$ cat config.mk
export PLATFORM = sky130hd
export DESIGN_NAME = ptp_ethernet_frame_parser_top
export DESIGN_NICKNAME = d
export VERILOG_FILES = /design/src/hw/rtl/ptpfp_pkg.sv /design/src/hw/rtl/ptp_ethernet_frame_parser_top.sv /design/src/hw/rtl/ptpfp_front.sv /design/src/hw/rtl/ptpfp_queue.sv /design/src/hw/rtl/ptpfp_back.sv
export SDC_FILE = /design/constraint.sdc
export NUM_CORES = 2
export LEC_CHECK = 0
export ABC_CLOCK_PERIOD_IN_PS = 51700
export BUFFER_PORTS_ARGS = -buffer_cell sky130_fd_sc_hd__buf_2
export CAP_MARGIN = 20
export CORE_MARGIN = 5
export CORE_UTILIZATION = 60
export DETAILED_ROUTE_END_ITERATION = 7
export PLACE_DENSITY = 0.73
export RECOVER_POWER = 50
export SLEW_MARGIN = 30
export SYNTH_ARGS = -nofsm -noshare
export SYNTH_HDL_FRONTEND = slang
export SYNTH_SLANG_ARGS = --single-unit
$ cat constraint.sdc
create_clock -name clk -period 51.7 [get_ports clk]
set_input_delay 5.17 -clock clk [delete_from_list [all_inputs] [get_ports clk]]
set_output_delay 5.17 -clock clk [all_outputs]
set_load 0.01 [all_outputs]
$ cat src/hw/rtl/ptpfp_pkg.sv
// Package for the PTP frame parser: constants, codes and the frame record type.
package ptpfp_pkg;

    localparam int HEADER_BYTES  = 34;
    localparam int COUNT_BITS_DEF = 16;
    localparam int STORE_DEPTH   = 64;
    localparam int ITEM_COUNT    = 26;

    // Configuration register indexes
    localparam logic [2:0] CFG_PTP_TYPE  = 3'd0;
    localparam logic [2:0] CFG_VLAN_TYPE = 3'd1;
    localparam logic [2:0] CFG_QINQ_TYPE = 3'd2;
    localparam logic [2:0] CFG_VERSION   = 3'd3;
    localparam logic [2:0] CFG_PD_MAC    = 3'd4;

    // Status codes
    localparam logic [2:0] ST_OK        = 3'd0;
    localparam logic [2:0] ST_SHORT     = 3'd1;
    localparam logic [2:0] ST_TAG_CUT   = 3'd2;
    localparam logic [2:0] ST_BAD_TYPE  = 3'd3;
    localparam logic [2:0] ST_VERSION   = 3'd4;
    localparam logic [2:0] ST_LENGTH    = 3'd5;
    localparam logic [2:0] ST_ANN_TIME  = 3'd6;

    // Item codes
    localparam logic [4:0] IT_TRANSPORT  = 5'd0;
    localparam logic [4:0] IT_MSG_TYPE   = 5'd1;
    localparam logic [4:0] IT_VERSION    = 5'd2;
    localparam logic [4:0] IT_MSG_LEN    = 5'd3;
    localparam logic [4:0] IT_DOMAIN     = 5'd4;
    localparam logic [4:0] IT_FLAGS      = 5'd5;
    localparam logic [4:0] IT_CORRECTION = 5'd6;
    localparam logic [4:0] IT_CLOCK_ID   = 5'd7;
    localparam logic [4:0] IT_PORT_NUM   = 5'd8;
    localparam logic [4:0] IT_SEQ_ID     = 5'd9;
    localparam logic [4:0] IT_CONTROL    = 5'd10;
    localparam logic [4:0] IT_LOG_INT    = 5'd11;
    localparam logic [4:0] IT_TS_SEC     = 5'd12;
    localparam logic [4:0] IT_TS_NSEC    = 5'd13;
    localparam logic [4:0] IT_OUTER_VID  = 5'd14;
    localparam logic [4:0] IT_INNER_VID  = 5'd15;
    localparam logic [4:0] IT_PD_FLAG    = 5'd16;
    localparam logic [4:0] IT_UTC_OFF    = 5'd17;
    localparam logic [4:0] IT_PRIO1      = 5'd18;
    localparam logic [4:0] IT_CLK_CLASS  = 5'd19;
    localparam logic [4:0] IT_CLK_ACC    = 5'd20;
    localparam logic [4:0] IT_VARIANCE   = 5'd21;
    localparam logic [4:0] IT_PRIO2      = 5'd22;
    localparam logic [4:0] IT_GM_ID      = 5'd23;
    localparam logic [4:0] IT_STEPS      = 5'd24;
    localparam logic [4:0] IT_TIME_SRC   = 5'd25;

    localparam logic [31:0] NANO_LIMIT = 32'd1_000_000_000;

    // One classified frame, handed from front to back
    typedef struct packed {
        logic [2:0]                    status;
        logic [ITEM_COUNT-1:0]         mask;
        logic [11:0]                   outer_vid;
        logic [11:0]                   inner_vid;
        logic                          pd_flag;
        logic [STORE_DEPTH-1:0][7:0]   msg;
    } rec_t;

endpackage

$ cat src/hw/rtl/ptp_ethernet_frame_parser_top.sv
// Top level of the PTP over Ethernet frame parser.
//
//  channel  | handshake              | payload
//  ---------+------------------------+-------------------------------------------
//  input    | push / full            | frame_byte, end_of_frame
//  result   | empty / pop            | status, item_code, item_value, last_item
//  config   | cfg_valid / cfg_ready  | cfg_index, cfg_data
//
// One frame byte is taken every cycle while full is low; full rises only when
// two classified frames are queued and the back end has not drained them.
// The back end emits one item per cycle from the head frame while the result is
// empty or popped, so a frame yields as many results as it has items (1 to 26).
// Reset clears all parse and queue state; the message store needs no clearing.
// A stalled result holds in the output register while input beats continue.
module ptp_ethernet_frame_parser_top #(
    parameter int COUNT_BITS = ptpfp_pkg::COUNT_BITS_DEF
) (
    input  logic        clk,
    input  logic        rst_n,
    input  logic        push,
    output logic        full,
    input  logic [7:0]  frame_byte,
    input  logic        end_of_frame,
    output logic        empty,
    input  logic        pop,
    output logic [2:0]  status,
    output logic [4:0]  item_code,
    output logic [63:0] item_value,
    output logic        last_item,
    input  logic        cfg_valid,
    output logic        cfg_ready,
    input  logic [2:0]  cfg_index,
    input  logic [47:0] cfg_data
);
    import ptpfp_pkg::*;

    rec_t front_rec, head_rec;
    logic rec_push, rec_pop, q_empty, accept;

    assign cfg_ready = 1'b1;
    assign accept    = push && !full;

    ptpfp_front #(.COUNT_BITS(COUNT_BITS)) u_front (
        .clk          (clk),
        .rst_n        (rst_n),
        .accept       (accept),
        .frame_byte   (frame_byte),
        .end_of_frame (end_of_frame),
        .cfg_we       (cfg_valid && cfg_ready),
        .cfg_index    (cfg_index),
        .cfg_data     (cfg_data),
        .rec_push     (rec_push),
        .rec          (front_rec)
    );

    ptpfp_queue u_queue (
        .clk     (clk),
        .rst_n   (rst_n),
        .wr_en   (rec_push),
        .wr_data (front_rec),
        .rd_en   (rec_pop),
        .rd_data (head_rec),
        .full    (full),
        .empty   (q_empty)
    );

    ptpfp_back u_back (
        .clk        (clk),
        .rst_n      (rst_n),
        .rec        (head_rec),
        .rec_empty  (q_empty),
        .rec_pop    (rec_pop),
        .pop        (pop),
        .empty      (empty),
        .status     (status),
        .item_code  (item_code),
        .item_value (item_value),
        .last_item  (last_item)
    );

endmodule

$ cat src/hw/rtl/ptpfp_front.sv
// Front end: byte parser, tag stripping, message capture and frame classification.
module ptpfp_front #(
    parameter int COUNT_BITS = ptpfp_pkg::COUNT_BITS_DEF
) (
    input  logic              clk,
    input  logic              rst_n,
    input  logic              accept,
    input  logic [7:0]        frame_byte,
    input  logic              end_of_frame,
    input  logic              cfg_we,
    input  logic [2:0]        cfg_index,
    input  logic [47:0]       cfg_data,
    output logic              rec_push,
    output ptpfp_pkg::rec_t   rec
);
    import ptpfp_pkg::*;

    localparam int CW = COUNT_BITS + 1;

    logic [15:0]           ptp_type_reg, vlan_type_reg, qinq_type_reg;
    logic [3:0]            version_reg;
    logic [47:0]           pd_mac_reg;

    logic [COUNT_BITS-1:0] cnt_reg, cnt_next;
    logic [15:0]           ts_reg, ts_next;
    logic [4:0]            ms_reg, ms_next;
    logic [12:0]           otag_reg, otag_next, itag_reg, itag_next;
    logic [47:0]           dmac_reg, dmac_next;
    logic [7:0]            msg_reg [STORE_DEPTH];

    logic [CW-1:0]         p_w, ms_w, f_w;
    logic [COUNT_BITS-1:0] off;
    logic                  in_hdr, store_en;
    logic [5:0]            addr;
    logic [STORE_DEPTH-1:0][7:0] msg_v;
    logic [15:0]           len;
    logic [31:0]           nanos;
    logic [2:0]            st, st_fin;
    logic [3:0]            mt;
    logic                  nanos_ok, ts_ok, ann;

    // Configuration registers
    always_ff @(posedge clk or negedge rst_n)
    begin
        if (!rst_n)
        begin
            ptp_type_reg  <= 16'h88F7;
            vlan_type_reg <= 16'h8100;
            qinq_type_reg <= 16'h88A8;
            version_reg   <= 4'd2;
            pd_mac_reg    <= 48'h0180_C200_000E;
        end
        else if (cfg_we)
        begin
            case (cfg_index)
                CFG_PTP_TYPE:  ptp_type_reg  <= cfg_data[15:0];
                CFG_VLAN_TYPE: vlan_type_reg <= cfg_data[15:0];
                CFG_QINQ_TYPE: qinq_type_reg <= cfg_data[15:0];
                CFG_VERSION:   version_reg   <= cfg_data[3:0];
                CFG_PD_MAC:    pd_mac_reg    <= cfg_data;
                default:       ;
            endcase
        end
    end

    // Per-beat parse state update
    always_comb
    begin
        p_w      = {1'b0, cnt_reg};
        ms_w     = CW'(ms_reg);
        in_hdr   = p_w < ms_w;
        off      = cnt_reg - COUNT_BITS'(ms_reg);
        store_en = !in_hdr && (off[COUNT_BITS-1:6] == '0);
        addr     = off[5:0];

        dmac_next = dmac_reg;
        ts_next   = ts_reg;
        ms_next   = ms_reg;
        otag_next = otag_reg;
        itag_next = itag_reg;

        if (p_w < CW'(6))
            dmac_next = {dmac_reg[39:0], frame_byte};
        if (in_hdr)
        begin
            ts_next = {ts_reg[7:0], frame_byte};
            if (ms_reg > 5'd14 && p_w + CW'(3) == ms_w)
            begin
                if (itag_reg[12])
                    itag_next = {1'b1, ts_next[11:0]};
                else
                    otag_next = {1'b1, ts_next[11:0]};
            end
            if (p_w + CW'(1) == ms_w)
            begin
                if (ms_reg == 5'd14 && ts_next == qinq_type_reg)
                begin
                    otag_next = 13'h1000;
                    ms_next   = 5'd18;
                end
                else if (!itag_reg[12] && ts_next == vlan_type_reg)
                begin
                    itag_next = 13'h1000;
                    ms_next   = ms_reg + 5'd4;
                end
            end
        end
        cnt_next = (&cnt_reg) ? cnt_reg : cnt_reg + COUNT_BITS'(1);
    end

    // Message bytes including this beat
    always_comb
    begin
        for (int i = 0; i < STORE_DEPTH; i++)
            msg_v[i] = (store_en && addr == 6'(i)) ? frame_byte : msg_reg[i];
    end

    // End-of-frame classification
    always_comb
    begin
        f_w      = {1'b0, cnt_next};
        len      = {msg_v[2], msg_v[3]};
        nanos    = {msg_v[40], msg_v[41], msg_v[42], msg_v[43]};
        nanos_ok = nanos < NANO_LIMIT;
        mt       = msg_v[0][3:0];
        if (cnt_next < COUNT_BITS'(14))
            st = ST_SHORT;
        else if ((otag_next[12] || itag_next[12]) && f_w < CW'(ms_next))
            st = ST_TAG_CUT;
        else if (ts_next != ptp_type_reg)
            st = ST_BAD_TYPE;
        else if (f_w < CW'(ms_next) + CW'(HEADER_BYTES))
            st = ST_SHORT;
        else if (msg_v[1][3:0] != version_reg)
            st = ST_VERSION;
        else if (len < 16'(HEADER_BYTES) || 32'(f_w - CW'(ms_next)) < 32'(len))
            st = ST_LENGTH;
        else
            st = ST_OK;

        ts_ok  = 1'b0;
        ann    = 1'b0;
        st_fin = st;
        if (st == ST_OK)
        begin
            // body >= 10 and body >= 30 expressed on the length
            if ((mt == 4'h0 || mt == 4'h8) && len >= 16'd44 && nanos_ok)
                ts_ok = 1'b1;
            if (mt == 4'hB && len >= 16'd64)
            begin
                if (!nanos_ok)
                    st_fin = ST_ANN_TIME;
                else
                begin
                    ts_ok = 1'b1;
                    ann   = 1'b1;
                end
            end
        end

        rec.status    = st_fin;
        rec.outer_vid = otag_next[11:0];
        rec.inner_vid = itag_next[11:0];
        rec.pd_flag   = dmac_next == pd_mac_reg;
        rec.msg       = msg_v;
        if (st_fin != ST_OK)
            rec.mask = ITEM_COUNT'(1);
        else
            rec.mask = {{9{ann}}, 1'b1, itag_next[12], otag_next[12], ts_ok, ts_ok,
                        12'hFFF};
    end

    assign rec_push = accept && end_of_frame;

    // Parse state registers, cleared at the end of each frame
    always_ff @(posedge clk or negedge rst_n)
    begin
        if (!rst_n)
        begin
            cnt_reg  <= '0;
            ts_reg   <= '0;
            ms_reg   <= 5'd14;
            otag_reg <= '0;
            itag_reg <= '0;
            dmac_reg <= '0;
        end
        else if (accept)
        begin
            if (end_of_frame)
            begin
                cnt_reg  <= '0;
                ts_reg   <= '0;
                ms_reg   <= 5'd14;
                otag_reg <= '0;
                itag_reg <= '0;
                dmac_reg <= '0;
            end
            else
            begin
                cnt_reg  <= cnt_next;
                ts_reg   <= ts_next;
                ms_reg   <= ms_next;
                otag_reg <= otag_next;
                itag_reg <= itag_next;
                dmac_reg <= dmac_next;
            end
        end
    end

    // Message byte store
    always_ff @(posedge clk)
    begin
        if (accept && store_en)
            msg_reg[addr] <= frame_byte;
    end

endmodule

$ cat src/hw/rtl/ptpfp_queue.sv
// Two-entry queue of classified frames between front and back.
module ptpfp_queue (
    input  logic              clk,
    input  logic              rst_n,
    input  logic              wr_en,
    input  ptpfp_pkg::rec_t   wr_data,
    input  logic              rd_en,
    output ptpfp_pkg::rec_t   rd_data,
    output logic              full,
    output logic              empty
);
    import ptpfp_pkg::*;

    rec_t       mem_reg [2];
    logic       wp_reg, rp_reg;
    logic [1:0] cnt_reg;

    assign full    = cnt_reg == 2'd2;
    assign empty   = cnt_reg == 2'd0;
    assign rd_data = mem_reg[rp_reg];

    // Pointers and fill level
    always_ff @(posedge clk or negedge rst_n)
    begin
        if (!rst_n)
        begin
            wp_reg  <= 1'b0;
            rp_reg  <= 1'b0;
            cnt_reg <= 2'd0;
        end
        else
        begin
            if (wr_en)
                wp_reg <= !wp_reg;
            if (rd_en)
                rp_reg <= !rp_reg;
            cnt_reg <= cnt_reg + 2'(wr_en) - 2'(rd_en);
        end
    end

    // Entry storage
    always_ff @(posedge clk)
    begin
        if (wr_en)
            mem_reg[wp_reg] <= wr_data;
    end

endmodule

$ cat src/hw/rtl/ptpfp_back.sv
// Back end: walks the item mask of the head frame and fills the result register.
module ptpfp_back (
    input  logic              clk,
    input  logic              rst_n,
    input  ptpfp_pkg::rec_t   rec,
    input  logic              rec_empty,
    output logic              rec_pop,
    input  logic              pop,
    output logic              empty,
    output logic [2:0]        status,
    output logic [4:0]        item_code,
    output logic [63:0]       item_value,
    output logic              last_item
);
    import ptpfp_pkg::*;

    logic [ITEM_COUNT-1:0] rem_reg, mask, rem_next;
    logic                  act_reg, ov_reg, emit;
    logic [4:0]            idx;
    logic [63:0]           val;
    logic [2:0]            status_reg;
    logic [4:0]            code_reg;
    logic [63:0]           value_reg;
    logic                  last_reg;
    logic [STORE_DEPTH-1:0][7:0] m;

    assign m    = rec.msg;
    assign mask = act_reg ? rem_reg : rec.mask;
    assign emit = !rec_empty && (!ov_reg || pop);

    // Lowest pending item
    always_comb
    begin
        idx = '0;
        for (int i = ITEM_COUNT - 1; i >= 0; i--)
            if (mask[i])
                idx = 5'(i);
        rem_next = mask & ~(ITEM_COUNT'(1) << idx);
    end

    assign rec_pop = emit && (rem_next == '0);

    // Item value selection
    always_comb
    begin
        case (idx)
            IT_TRANSPORT:  val = 64'(m[0][7:4]);
            IT_MSG_TYPE:   val = 64'(m[0][3:0]);
            IT_VERSION:    val = 64'(m[1][3:0]);
            IT_MSG_LEN:    val = 64'({m[2], m[3]});
            IT_DOMAIN:     val = 64'(m[4]);
            IT_FLAGS:      val = 64'({m[6], m[7]});
            IT_CORRECTION: val = {m[8], m[9], m[10], m[11], m[12], m[13], m[14], m[15]};
            IT_CLOCK_ID:   val = {m[20], m[21], m[22], m[23], m[24], m[25], m[26], m[27]};
            IT_PORT_NUM:   val = 64'({m[28], m[29]});
            IT_SEQ_ID:     val = 64'({m[30], m[31]});
            IT_CONTROL:    val = 64'(m[32]);
            IT_LOG_INT:    val = 64'(m[33]);
            IT_TS_SEC:     val = 64'({m[34], m[35], m[36], m[37], m[38], m[39]});
            IT_TS_NSEC:    val = 64'({m[40], m[41], m[42], m[43]});
            IT_OUTER_VID:  val = 64'(rec.outer_vid);
            IT_INNER_VID:  val = 64'(rec.inner_vid);
            IT_PD_FLAG:    val = 64'(rec.pd_flag);
            IT_UTC_OFF:    val = 64'({m[44], m[45]});
            IT_PRIO1:      val = 64'(m[47]);
            IT_CLK_CLASS:  val = 64'(m[48]);
            IT_CLK_ACC:    val = 64'(m[49]);
            IT_VARIANCE:   val = 64'({m[50], m[51]});
            IT_PRIO2:      val = 64'(m[52]);
            IT_GM_ID:      val = {m[53], m[54], m[55], m[56], m[57], m[58], m[59], m[60]};
            IT_STEPS:      val = 64'({m[61], m[62]});
            IT_TIME_SRC:   val = 64'(m[63]);
            default:       val = '0;
        endcase
        if (rec.status != ST_OK)
            val = '0;
    end

    // Walk control and result valid
    always_ff @(posedge clk or negedge rst_n)
    begin
        if (!rst_n)
        begin
            act_reg <= 1'b0;
            rem_reg <= '0;
            ov_reg  <= 1'b0;
        end
        else
        begin
            if (emit)
            begin
                act_reg <= rem_next != '0;
                rem_reg <= rem_next;
                ov_reg  <= 1'b1;
            end
            else if (pop)
                ov_reg <= 1'b0;
        end
    end

    // Result payload
    always_ff @(posedge clk)
    begin
        if (emit)
        begin
            status_reg <= rec.status;
            code_reg   <= idx;
            value_reg  <= val;
            last_reg   <= rem_next == '0;
        end
    end

    assign empty      = !ov_reg;
    assign status     = status_reg;
    assign item_code  = code_reg;
    assign item_value = value_reg;
    assign last_item  = last_reg;

endmodule

==> results.py <==
metrics = {
    "status": {
        "status": "complete, but fails checks",
        "violations": "capacitance limit, slew limit",
    },
    "clock_network": {
        "root_buffer": "clkbuf_16",
        "cts_resized": 0,
        "cts-buffers-inserted": 175,
        "postCtsSetupRepairBufs": 0,
        "cts_sinks": 1762,
        "clockBufferDepth": 3,
        "clkLatencyLatePin_ns": 0.81,
        "clkTransAtPathRegs_ns": 0.06,
        "cts_tree": "done",
        "cts_hold_buffers": 0,
        "htree_levels": 4,
    },
    "detailed_routing": {
        "drtAntennaViolNets": 0,
        "drc_errors": 0,
        "dr.first_iter.drc_count": 6090,
        "routed_wl_mm": 208.1,
        "avgViaCountPerCell": 6.636,
        "wl_per_cell_um": 29.92,
        "vias": 46160,
        "first_pass_iters": 6,
    },
    "synth": {
        "yosysMostFrequentCell": "edfxtp_1",
        "synth_ff_type": "edfxtp_1",
        "netlist_instances": 5039,
        "synth_top_family_by_area": "multiplexers",
        "syn_area_per_cell_um2": 15.07,
        "synth_seq_cells": 1762,
        "syn-num-nets": 5143,
        "synthSimpleGateAreaFrac_pct": 5.708,
        "synthAdderAreaFrac_pct": 0.6527,
        "synth_top_area_cell": "edfxtp_1",
        "yosysSeqAreaShare_pct": 68.14,
        "synthDominantCellAreaShare_pct": 60.09,
        "synthTopCellsByCount": "1519 x edfxtp_1, 577 x mux2_2, 483 x mux2i_1, 246 x clkbuf_1, 240 x nor2_1",
        "synth.distinct_cells": 104,
        "synth-edff-count": 1519,
        "ys_async_sr_fraction_pct": 13.79,
        "ys_warn_count": 0,
        "synth_xor_area_share_pct": 1.604,
        "netlist_area_um2": 75910,
        "synth_area_leaders": "edfxtp_1 60%, mux2_2 8.6%, dfrtp_1 7.1%, mux2i_1 6.4%, o22ai_1 1.6%",
        "synth_compound_gate_area_share_pct": 6.855,
        "synth.area.mux_share_pct": 15.07,
    },
    "critical_path": {
        "startpoint_type": "flip-flop",
        "path_buf_inv": 3,
        "crit_type": "flip-flop to flip-flop",
        "cp_data_arrival_time_ns": 14.93,
        "worstPathCellList": "clkbuf_1 > mux2i_1 > nand2_1 > a221oi_1 > o211ai_1 > inv_1 > o211ai_1 > or2_0 > clkbuf_1 > o22ai_1 > nor4_1 > a21oi_1",
        "r2r-start": "u_queue.rp_reg$_DFFE_PN0P_",
        "crit_required_ns": 52.22,
        "critPathLaunch": "u_queue.rp_reg$_DFFE_PN0P_",
        "crit_slowest_cell": "clkbuf_1",
        "cp_max_fo": 57,
        "endpoint_kind": "flip-flop",
        "slowest_delay_ns": 2.98,
        "critPathTopFamily": "buffers and inverters",
    },
    "die": {
        "die_w_um": 365.7,
        "placementRows": 130,
        "io_pins": 141,
        "die_h_um": 365.7,
        "design.die.area_um2": 133700,
        "floorplan.initialDensity_pct": 60.38,
        "fp.coreArea_um2": 125700,
    },
    "sta": {
        "fin_crit_ns": 14.42,
        "max_freq_mhz": 69.37,
        "clock_skew_ns": 0.03386,
        "rsz0062_at_grt": "no",
        "worstMarginPinSlew_ns": 7.005,
        "setup_viol": 0,
        "slew_headroom_pct": -367.0,
        "hold_viol_final": 0,
        "finalSetupTns_ns": 0,
        "hold_ws_ns": 0.4754,
        "finalCritPeriodShare_pct": 27.88,
        "slew_violations": 1858,
    },
    "finish": {
        "fillers": 8771,
        "area_growth_pct": 10.92,
        "largest_register_ffs": 986,
        "n_antenna_cell": 0,
        "nets": 5277,
        "layout-drive-gt1-share_pct": 17.68,
    },
    "grt": {
        "grt_pass1_vias": 44660,
        "grt_overflow_total": 0,
        "grt_antenna_before_repair": 13,
        "grtUsageTotal_pct": 30.47,
        "grt_first_pass_wirelength_mm": 303.9,
        "grt_max_degree": 161,
    },
    "min_path": {
        "min-delay-start": "u_back.rem_reg[15]$_DFFE_PN0P_",
        "hold_class": "flip-flop to flip-flop",
    },
    "power": {
        "p_leak_uw": 0.02804,
        "power_density_nw_per_um2": 50.51,
        "peakVddDrop_uv": 40.87,
    },
    "run": {
        "maxCapViolations": 46,
    },
    "placement": {
        "place_congestion": 0.9330,
        "dp_hpwl_mm": 130.3,
        "port_buffers": 139,
    },
}
## layer usage
layer	routed length (um)	global-route usage, %	vias up
li1	-	-	19840
met1	86600	45.97	23400
met2	94020	45.80	2555
met3	21310	5.616	358
met4	6155	9.156	6
met5	36	0	-
## worst paths after layout
| path | endpoint | slack (ns) | cells past startpoint |
|---|---|---|---|
| worst min register to register | u_back.rem_reg[15]$_DFFE_PN0P_ | 0.48 | 2 |
| worst min-delay path | u_back.rem_reg[15]$_DFFE_PN0P_ | 0.48 | 2 |
| min in group asynchronous | u_front.pd_mac_reg[23]$_DFFE_PN0P_ | 5.32 | 1 |
| worst max-delay path | u_back.item_value[10]$_SDFFCE_PP0P_ | 37.28 | 12 |
| max in group asynchronous | u_front.itag_reg[9]$_DFFE_PN0P_ | 38.89 | 3 |
| worst max register to register | u_back.item_value[10]$_SDFFCE_PP0P_ | 37.28 | 12 |
## placed cells by master (no fill, tap or decap), types with 12 or more instances in the layout
cell type / count
edfxtp_1: 1519
mux2i_1: 483
mux2_2: 381
nor2_1: 233
dfrtp_1: 215
mux2_1: 202
nand2_1: 199
o22ai_1: 192
clkbuf_16: 181
o21ai_0: 147
buf_2: 127
clkbuf_1: 117
a21oi_1: 106
xnor2_1: 89
inv_1: 77
nor3_1: 70
nor4_1: 64
a22oi_1: 60
nand3_1: 52
buf_4: 51
xor2_1: 50
a211oi_1: 50
a22o_1: 46
ha_1: 38
nand4_1: 36
and3_1: 30
nor3_2: 28
dfstp_2: 28
clkinv_1: 25
nand2b_1: 19
o21a_1: 18
clkinv_2: 18
or4_1: 17
a31oi_1: 14
o21ai_1: 13
or2_2: 13
bufinv_16: 12
## worst min-delay path, cell delays in order, from the launching register on
cell and delay [ns]:
dfrtp_1 0.34, nand2_1 0.05, nand2_1 0.05
## metrics by stage
| stage | total power [uW] | instances | setup WS, ns | util (%) | area (um2) |
|---|---|---|---|---|---|
| after floorplan | 2540 | 5039 | 24.27 | - | 75910 |
| after global placement | 2995 | 6637 | 39.95 | 62.54 | 78630 |
| after detailed placement | 3011 | 6642 | 39.83 | 62.72 | 78860 |
| after CTS | 4249 | 6952 | 40.64 | 67.18 | 84460 |
| after global routing | 4392 | 6956 | 37.01 | 66.97 | 84200 |
| final | 4253 | 6956 | 37.28 | 66.97 | 84200 |
## area by class of cell
cell class | instances | area [um2] | share of cell area [%]
clock buffers | 240 | 4851 | 5.761
clock inverters | 70 | 755.7 | 0.8975
inverters | 80 | 301.5 | 0.3581
multi-input cells | 2893 | 22930 | 27.24
flip-flops and latches | 1762 | 51730 | 61.44
well taps | 1650 | 2064 | 2.452
repair buffers | 261 | 1564 | 1.857
## where the power goes
group          switching [uW]  total, uW  internal (uW)
logic                     873       1220            344
registers                77.6       1790           1710
clock network             531       1250            716
## kinds of logic (layout without fill, tap and decap cells)
group / Yosys count / in the layout
AND/OR/NAND/NOR: 863 / 863
AO/OA/AOI/OAI: 782 / 782
XOR/XNOR: 139 / 139
buffers and inverters: 384 / 651
flip-flops: 1762 / 1762
adder cells (fa/ha/maj): 39 / 39
multiplexers: 1069 / 1069
other: 1 / 1
Note: power is estimated with default switching activity, not from simulation.
